## config.mk

```make
export PLATFORM = sky130hd
export DESIGN_NAME = set_partition_rgs_generator_core_flat
export DESIGN_NICKNAME = d
export VERILOG_FILES = /design/src/hw/rtl/sprgs_pkg.sv /design/src/hw/rtl/sprgs_if.sv /design/src/hw/rtl/set_partition_rgs_generator_core.sv /design/src/hw/rtl/sprgs_ctrl.sv /design/src/hw/rtl/sprgs_dpath.sv /design/src/flat_wrapper.sv
export SDC_FILE = /design/constraint.sdc
export NUM_CORES = 1
export LEC_CHECK = 0
export ABC_AREA = 1
export CORE_MARGIN = 2
export CORE_UTILIZATION = 45
export CTS_BUF_LIST = sky130_fd_sc_hd__clkbuf_2
export DETAILED_ROUTE_END_ITERATION = 8
export DONT_BUFFER_PORTS = 1
export PLACE_DENSITY = 0.69
export SYNTH_ARGS = -nofsm -noshare
export SYNTH_HDL_FRONTEND = slang
export SYNTH_SLANG_ARGS = --single-unit
```

## constraint.sdc

```tcl
create_clock -name clk_i -period 5.7 [get_ports clk_i]
set_clock_uncertainty 0.15 [all_clocks]
set_input_delay 0.57 -clock clk_i [delete_from_list [all_inputs] [get_ports clk_i]]
set_output_delay 0.57 -clock clk_i [all_outputs]
set_load 0.02 [all_outputs]
```

## src/hw/rtl/sprgs_pkg.sv

```systemverilog
// ----------------------------------------------------------------------------
// sprgs_pkg
// Shared constants and controller/datapath types for the set partition
// restricted growth string generator.
// ----------------------------------------------------------------------------
package sprgs_pkg;

  localparam int unsigned MaxLenDefault = 8;
  localparam int unsigned LenW          = 4;
  localparam int unsigned DigitW        = 3;
  localparam int unsigned ShownDigits   = 8;
  localparam int unsigned DigitsW       = DigitW * ShownDigits;

  localparam logic [LenW-1:0]   SetLengthReset = 4'd4;
  localparam logic [DigitW-1:0] DigitMax       = 3'd7;

  typedef struct packed {
    logic restart;
    logic exhaust;
    logic scan_start;
    logic scan_step;
    logic update;
    logic load;
  } sprgs_cmd_t;

  typedef struct packed {
    logic no_scan;
    logic scan_last;
  } sprgs_status_t;

endpackage

```

## src/hw/rtl/sprgs_if.sv

```systemverilog
// ----------------------------------------------------------------------------
// sprgs_if
// Valid/ready channels for request and result transactions.
// ----------------------------------------------------------------------------
interface sprgs_in_if;
  logic valid;
  logic ready;
  logic restart;

  modport source (output valid, output restart, input ready);
  modport sink   (input valid, input restart, output ready);
endinterface

interface sprgs_out_if;
  import sprgs_pkg::*;

  logic               valid;
  logic               ready;
  logic [DigitsW-1:0] digits;
  logic               is_last;
  logic               exhausted;

  modport source (output valid, output digits, output is_last, output exhausted, input ready);
  modport sink   (input valid, input digits, input is_last, input exhausted, output ready);
endinterface

```

## src/hw/rtl/set_partition_rgs_generator_core.sv

```systemverilog
// advance: from acceptance, a scan of the digit store at one digit per cycle,
// then an update step and a result load once the output register is free
// restart, or advance after the final string or at length below two: straight to the result load
// a new request is taken while the previous result still waits in the output register
// reset: all digits zero, set_length 4, not finished, no result pending
// ----------------------------------------------------------------------------
// set_partition_rgs_generator_core
// Restricted growth string generator, one string per request transaction.
// ----------------------------------------------------------------------------
module set_partition_rgs_generator_core #(
  parameter int unsigned MAX_LEN = sprgs_pkg::MaxLenDefault
) (
  input  logic                       clk_i,
  input  logic                       rst_ni,
  input  logic                       cfg_we_i,
  input  logic [sprgs_pkg::LenW-1:0] cfg_wdata_i,
  sprgs_in_if.sink                   in_i,
  sprgs_out_if.source                out_o
);
  import sprgs_pkg::*;

  sprgs_cmd_t         cmd;
  sprgs_status_t      status;
  logic               in_ready;
  logic               out_valid;
  logic [DigitsW-1:0] digits;
  logic               is_last;
  logic               exhausted;

  sprgs_ctrl u_ctrl (
    .clk_i        (clk_i),
    .rst_ni       (rst_ni),
    .in_valid_i   (in_i.valid),
    .in_restart_i (in_i.restart),
    .in_ready_o   (in_ready),
    .out_ready_i  (out_o.ready),
    .out_valid_o  (out_valid),
    .status_i     (status),
    .cmd_o        (cmd)
  );

  sprgs_dpath #(
    .MAX_LEN (MAX_LEN)
  ) u_dpath (
    .clk_i       (clk_i),
    .rst_ni      (rst_ni),
    .cfg_we_i    (cfg_we_i),
    .cfg_wdata_i (cfg_wdata_i),
    .cmd_i       (cmd),
    .status_o    (status),
    .digits_o    (digits),
    .is_last_o   (is_last),
    .exhausted_o (exhausted)
  );

  assign in_i.ready      = in_ready;
  assign out_o.valid     = out_valid;
  assign out_o.digits    = digits;
  assign out_o.is_last   = is_last;
  assign out_o.exhausted = exhausted;

endmodule

```

## src/hw/rtl/sprgs_ctrl.sv

```systemverilog
// ----------------------------------------------------------------------------
// sprgs_ctrl
// Sequencer: accepts a request, steps the digit scan and loads the result
// register when it is free.
// ----------------------------------------------------------------------------
module sprgs_ctrl (
  input  logic                     clk_i,
  input  logic                     rst_ni,
  input  logic                     in_valid_i,
  input  logic                     in_restart_i,
  output logic                     in_ready_o,
  input  logic                     out_ready_i,
  output logic                     out_valid_o,
  input  sprgs_pkg::sprgs_status_t status_i,
  output sprgs_pkg::sprgs_cmd_t    cmd_o
);
  import sprgs_pkg::*;

  typedef enum logic [1:0] {
    StIdle,
    StScan,
    StUpdate,
    StLoad
  } state_e;

  state_e state_q, state_d;
  logic   out_valid_q, out_valid_d;
  logic   accept;
  logic   out_free;

  always_comb begin
    cmd_o       = '0;
    state_d     = state_q;
    in_ready_o  = (state_q == StIdle);
    accept      = in_valid_i && in_ready_o;
    out_free    = !out_valid_q || out_ready_i;
    out_valid_d = out_valid_q && !out_ready_i;
    case (state_q)
      StIdle: begin
        if (accept) begin
          if (in_restart_i) begin
            cmd_o.restart = 1'b1;
            state_d       = StLoad;
          end else if (status_i.no_scan) begin
            cmd_o.exhaust = 1'b1;
            state_d       = StLoad;
          end else begin
            cmd_o.scan_start = 1'b1;
            state_d          = StScan;
          end
        end
      end
      StScan: begin
        cmd_o.scan_step = 1'b1;
        if (status_i.scan_last) begin
          state_d = StUpdate;
        end
      end
      StUpdate: begin
        cmd_o.update = 1'b1;
        state_d      = StLoad;
      end
      StLoad: begin
        if (out_free) begin
          cmd_o.load  = 1'b1;
          out_valid_d = 1'b1;
          state_d     = StIdle;
        end
      end
      default: begin
        state_d = StIdle;
      end
    endcase
  end

  always_ff @(posedge clk_i or negedge rst_ni) begin
    if (!rst_ni) begin
      state_q     <= StIdle;
      out_valid_q <= 1'b0;
    end else begin
      state_q     <= state_d;
      out_valid_q <= out_valid_d;
    end
  end

  assign out_valid_o = out_valid_q;

endmodule

```

## src/hw/rtl/sprgs_dpath.sv

```systemverilog
// ----------------------------------------------------------------------------
// sprgs_dpath
// Digit store, length register, left-to-right scan with running maximum,
// string update and result register.
// ----------------------------------------------------------------------------
module sprgs_dpath #(
  parameter int unsigned MAX_LEN = sprgs_pkg::MaxLenDefault
) (
  input  logic                          clk_i,
  input  logic                          rst_ni,
  input  logic                          cfg_we_i,
  input  logic [sprgs_pkg::LenW-1:0]    cfg_wdata_i,
  input  sprgs_pkg::sprgs_cmd_t         cmd_i,
  output sprgs_pkg::sprgs_status_t      status_o,
  output logic [sprgs_pkg::DigitsW-1:0] digits_o,
  output logic                          is_last_o,
  output logic                          exhausted_o
);
  import sprgs_pkg::*;

  localparam int unsigned IdxW  = (MAX_LEN > 1) ? $clog2(MAX_LEN) : 1;
  localparam int unsigned CntW  = $clog2(MAX_LEN + 1);
  localparam int unsigned ShowN = (MAX_LEN < ShownDigits) ? MAX_LEN : ShownDigits;

  logic [LenW-1:0]    len_q;
  logic [CntW-1:0]    eff_len;
  logic [CntW-1:0]    cap;
  logic [DigitW-1:0]  dig_q [MAX_LEN];
  logic               finished_q;
  logic               exh_q;

  logic [CntW-1:0]    k_q;
  logic [DigitW-1:0]  max_q;
  logic [IdxW-1:0]    pos_q;
  logic [DigitW-1:0]  pos_max_q;
  logic [DigitW-1:0]  pos_dig_q;
  logic               found_q;
  logic               multi_q;

  logic [DigitW-1:0]  cur_dig;
  logic               qualify;
  logic [DigitW-1:0]  inc;
  logic               newq;
  logic               more_right;
  logic [DigitsW-1:0] packed_digits;

  logic [DigitsW-1:0] digits_q;
  logic               is_last_q;
  logic               exhausted_q;

  always_comb begin
    if (int'(len_q) > int'(MAX_LEN)) begin
      eff_len = CntW'(MAX_LEN);
    end else begin
      eff_len = CntW'(len_q);
    end
  end

  assign cap     = eff_len - CntW'(1);
  assign cur_dig = dig_q[k_q[IdxW-1:0]];
  assign qualify = (k_q != '0) && (int'(cur_dig) < int'(cap)) &&
                   (cur_dig <= max_q) && (cur_dig < DigitMax);

  // candidate after increment, for the final-string test
  assign inc        = pos_dig_q + DigitW'(1);
  assign newq       = (int'(inc) < int'(cap)) && (inc <= pos_max_q) && (inc < DigitMax);
  assign more_right = int'(pos_q) < int'(cap);

  assign status_o.no_scan   = finished_q || (int'(eff_len) < 2);
  assign status_o.scan_last = (k_q == cap);

  always_comb begin
    packed_digits = '0;
    for (int i = 0; i < ShowN; i++) begin
      if (i < int'(eff_len)) begin
        packed_digits[i*DigitW +: DigitW] = dig_q[i];
      end
    end
  end

  // digit store, length register and finished flag
  always_ff @(posedge clk_i or negedge rst_ni) begin
    if (!rst_ni) begin
      len_q      <= SetLengthReset;
      finished_q <= 1'b0;
      for (int i = 0; i < MAX_LEN; i++) begin
        dig_q[i] <= '0;
      end
    end else if (cfg_we_i) begin
      len_q      <= cfg_wdata_i;
      finished_q <= 1'b0;
      for (int i = 0; i < MAX_LEN; i++) begin
        dig_q[i] <= '0;
      end
    end else if (cmd_i.restart) begin
      finished_q <= (int'(eff_len) < 2);
      for (int i = 0; i < MAX_LEN; i++) begin
        dig_q[i] <= '0;
      end
    end else if (cmd_i.exhaust) begin
      finished_q <= 1'b1;
    end else if (cmd_i.update) begin
      if (found_q) begin
        for (int i = 0; i < MAX_LEN; i++) begin
          if (i == int'(pos_q)) begin
            dig_q[i] <= inc;
          end else if (i > int'(pos_q)) begin
            dig_q[i] <= '0;
          end
        end
        finished_q <= !(more_right || newq || multi_q);
      end else begin
        finished_q <= 1'b1;
      end
    end
  end

  always_ff @(posedge clk_i or negedge rst_ni) begin
    if (!rst_ni) begin
      exh_q <= 1'b0;
    end else if (cmd_i.restart) begin
      exh_q <= 1'b0;
    end else if (cmd_i.exhaust) begin
      exh_q <= 1'b1;
    end else if (cmd_i.update) begin
      exh_q <= !found_q;
    end
  end

  // scan: rightmost qualifying position and whether another one lies left of it
  always_ff @(posedge clk_i or negedge rst_ni) begin
    if (!rst_ni) begin
      k_q     <= '0;
      max_q   <= '0;
      found_q <= 1'b0;
      multi_q <= 1'b0;
    end else if (cmd_i.scan_start) begin
      k_q     <= '0;
      max_q   <= '0;
      found_q <= 1'b0;
      multi_q <= 1'b0;
    end else if (cmd_i.scan_step) begin
      k_q <= k_q + CntW'(1);
      if (cur_dig > max_q) begin
        max_q <= cur_dig;
      end
      if (qualify) begin
        found_q <= 1'b1;
        multi_q <= found_q;
      end
    end
  end

  always_ff @(posedge clk_i) begin
    if (cmd_i.scan_step && qualify) begin
      pos_q     <= k_q[IdxW-1:0];
      pos_max_q <= max_q;
      pos_dig_q <= cur_dig;
    end
  end

  always_ff @(posedge clk_i) begin
    if (cmd_i.load) begin
      digits_q    <= packed_digits;
      is_last_q   <= finished_q;
      exhausted_q <= exh_q;
    end
  end

  assign digits_o    = digits_q;
  assign is_last_o   = is_last_q;
  assign exhausted_o = exhausted_q;

endmodule

```

## src/flat_wrapper.sv

```systemverilog
// flat-port wrapper written by rule: the top's interface ports become plain ports
module set_partition_rgs_generator_core_flat import sprgs_pkg::*;
#(
  parameter int unsigned MAX_LEN = sprgs_pkg::MaxLenDefault
)
  (clk_i, rst_ni, cfg_we_i, cfg_wdata_i, in_i_valid, in_i_restart, in_i_ready, out_o_valid, out_o_digits, out_o_is_last, out_o_exhausted, out_o_ready);
  sprgs_in_if in_i_i ();
  sprgs_out_if out_o_i ();
  input  logic clk_i;
  input  logic rst_ni;
  input  logic cfg_we_i;
  input  logic [sprgs_pkg::LenW-1:0] cfg_wdata_i;
  input wire logic [$bits(in_i_i.valid)-1:0] in_i_valid;
  input wire logic [$bits(in_i_i.restart)-1:0] in_i_restart;
  output wire logic [$bits(in_i_i.ready)-1:0] in_i_ready;
  output wire logic [$bits(out_o_i.valid)-1:0] out_o_valid;
  output wire logic [$bits(out_o_i.digits)-1:0] out_o_digits;
  output wire logic [$bits(out_o_i.is_last)-1:0] out_o_is_last;
  output wire logic [$bits(out_o_i.exhausted)-1:0] out_o_exhausted;
  input wire logic [$bits(out_o_i.ready)-1:0] out_o_ready;
  assign in_i_i.valid = in_i_valid;
  assign in_i_i.restart = in_i_restart;
  assign in_i_ready = in_i_i.ready;
  assign out_o_valid = out_o_i.valid;
  assign out_o_digits = out_o_i.digits;
  assign out_o_is_last = out_o_i.is_last;
  assign out_o_exhausted = out_o_i.exhausted;
  assign out_o_i.ready = out_o_ready;
  set_partition_rgs_generator_core #(.MAX_LEN(MAX_LEN)) u_core (.clk_i(clk_i), .rst_ni(rst_ni), .cfg_we_i(cfg_we_i), .cfg_wdata_i(cfg_wdata_i), .in_i(in_i_i), .out_o(out_o_i));
endmodule
```

==> metrics.csv <==
metric,value,unit
worst vdd ir,222,µV
post-route DRC violation count,0,
first-pass GRT wire length,14200,µm
hold depth,3,
Reg2Reg Depth,14,
post-synthesis adder-cell area fraction,6.22,%
htree depth,3,
latest clock arrival within the worst-skew pair,0.52,ns
area of the die,0.00972,mm²
"FF+latch count, synth",77,
Synth Cell Area,0.00403,mm²
Post-DRT Antenna Nets,0,
drt wl/cell,15.2,µm
DR pass1 iterations,4,
sequential power share,42.7,%
Worst Hold Endpoint,u_core.u_ctrl.out_valid_o,
minimum clock period,2.91,ns
# placed instances,534,
"Reg clk slew, reported paths",0.23,ns
worst path arrival time,2.97,ns
status,"complete, no violations",
gr busiest metal,met2,
row count,34,
height of the die,98.6,µm
final hold slack,0.0641,ns
CP startpoint,u_core.u_dpath.k_q[0],
DR iter-0 viols,151,
Worst Setup Start Kind,flop,
GR Util met1,23.2,%
Setup-failing EPs final,0,
n_diodes,0,
total wire length,8510,µm
Reg2Reg Launch Point,u_core.u_dpath.k_q[0],
grt total ovfl,0,
CP Capture Type,flop,
Psw,1.05,mW
TNS Setup,0,ns
total number of vias,2901,
yosys warns,0,
Clk pwr share,14.9,%
Hold Startpoint,out_o_ready,
sequential fraction of the synthesis area,52.3,%
Power Dens Cells,535,mW/mm²
core box area,0.00868,mm²
Cell variety after synth,43,
Syn-to-layout area delta,8.02,%
starting density of the core,46.4,%
final period utilization,51.1,%
final cell count without fillers,558,
M2 GR Usage,31.2,%
simple-gate portion of the synthesized area,22.3,%
total track usage,18.7,%
# IOs,38,
RSZ-0062 raised after global routing,false,
Final Hold Viols,0,
vias per cell,5.20,
cts bufs inserted,9,
Clock Sinks,77,
Post-Synth XOR/XNOR Area,1.31,%
Worst Path Max Fanout,18,
WS Path Type,flop to flop,
"commonest non-fill, non-tap cell in the layout",nand2_1,
combinational fraction of design power,42.5,%
largest family of logic cells by synthesized area,simple AND/OR/NAND/NOR gates,
max-slew violations,0,
Max Root-Sink Buffers,2,
R2R Setup Slk,2.79,ns
Hold Path Class,primary input to flop,
largest net degree at the start of global routing,43,
Sw Ratio,45.2,%
clock root cell,clkbuf_2,
Internal,1.28,mW
Worst slew margin,61.4,%
Highest Clock Rate,344,MHz
PortBufs,0,
grt met3 use,3.83,%
Pleak,2.05,nW
# resized after CTS,0,
share of post-route cells with drive strength above 1,12.7,%
max cap viols,0,
CTS tree,built,
vias in the first global route,2900,
required time worst endpoint,5.76,ns
most frequent cells in the layout,"nand2_1, inv_1, dfrtp_1, edfxtp_1, nor2_1",
DP HPWL,6340,µm
GP Congestion,0.936,
initial antenna violation count,0,
Gate Count Post-Synth,432,
proportion of synthesized area in mux cells,0,%
synthesized area per cell,9.32,µm²
R2R Path End,u_core.u_dpath.pos_dig_q[1],
chip width,98.6,µm
Synth Area in Compound Gates,9.11,%
Total Nets Final,475,
Slew @ Worst Pin,0.579,ns
synthesized net count,462,
==> stage by stage <==
stage / cell area (µm²) / util (%) / power, mW / setup slack [ns]
6_report: 4350 / 50.1 / 2.33 / 2.79
5_1_grt: 4350 / 50.1 / 2.53 / 2.49
4_1_cts: 4340 / 50.0 / 2.33 / 2.82
3_5_place_dp: 4110 / 47.4 / 1.98 / 2.84
3_3_place_gp: 4110 / 47.4 / 1.94 / 2.92
2_1_floorplan: 4030 / - / 1.75 / 3.23
==> worst max-delay path: stages, from the launching register on <==
cell and delay [ns]:
dfrtp_1 0.76, inv_4 0.16, nand2_1 0.10, nand3_1 0.06, nand2_1 0.09, nand2_1 0.05, nand2_1 0.17, ha_1 0.29
a21oi_1 0.15, a32oi_1 0.08, nor2_1 0.10, nand2_1 0.07, inv_2 0.06, nand3_2 0.08, inv_1 0.26
==> sequential cells by signal, summed over array words and instances (netlist names), 2 cells and up <==
register                  cells
u_core.u_ctrl.state_q         2
u_core.u_dpath.dig_q         24
u_core.u_dpath.digits_o      24
u_core.u_dpath.k_q            4
u_core.u_dpath.len_q          4
u_core.u_dpath.max_q          3
u_core.u_dpath.pos_dig_q      3
u_core.u_dpath.pos_max_q      3
u_core.u_dpath.pos_q          3
==> layout make-up <==
class	count	area, µm²
Clock buffer	9	45.0
Clock inverter	7	98.8
Fill cell	805	4330
Inverter	77	297
Multi-Input combinational cell	271	1570
Sequential cell	77	2100
Tap cell	108	135
Timing Repair Buffer	9	97.6
==> synthesized netlist by cell type, drive strengths merged <==
master,n,area [µm²]
dfstp,1,26.3
o211ai,1,7.51
buf,6,53.8
nand4,4,55.1
inv,76,293
clkbuf,1,3.75
nor2,38,176
nor3,11,65.1
edfxtp,35,1050
o21ai,29,160
dfrtp,41,1030
nor4,1,6.26
ha,20,250
a211oi,2,15.0
o31ai,1,12.5
xor2,6,52.6
or2,1,6.26
a31oi,2,12.5
nand3,36,200
o22ai,10,62.6
clkinv,1,3.75
a21o,1,7.51
a21oi,10,65.1
a32oi,1,8.76
a21boi,1,7.51
o21bai,1,7.51
nand2,95,389
==> cells by family (layout without fill, tap and decap cells) <==
group	count (synthesis)	in the layout
buf+inv	84	102
fa+ha+maj	20	20
compound gates	59	59
flops	77	77
simple gates	186	186
xor+xnor	6	6
==> power groups by stage <==
stage                     registers, mW  logic (mW)  clock network, mW
after floorplan                   0.952       0.803                  0
final                             0.993       0.989              0.346
after CTS                         0.995       0.985              0.355
after global placement             1.01       0.934                  0
after global routing               1.02        1.13              0.377
after detailed placement           1.01       0.966                  0
==> routing by layer <==
metal | share of wire (%) | up-vias
li1 | - | 1440
met1 | 42 | 1349
met2 | 49 | 84
met5 | 0 | -
met4 | 3.8 | 0
met3 | 4.5 | 28
==> repair_timing <==
item	in CTS	in global routing
setup buffers	0	0
hold buffers	7	1
hold endpoints to repair	46	1
==> worst max-delay path by stage <==
stage                                   to  slack, ns
3_5_place_dp   u_core.u_dpath.pos_max_q[0]       2.84
4_1_cts        u_core.u_dpath.pos_dig_q[1]       2.82
5_1_grt        u_core.u_dpath.pos_dig_q[1]       2.49
2_1_floorplan   u_core.u_dpath.digits_o[0]       3.23
3_3_place_gp   u_core.u_dpath.pos_max_q[1]       2.92
6_report       u_core.u_dpath.pos_dig_q[1]       2.79
(Power assumes the default switching activity.)
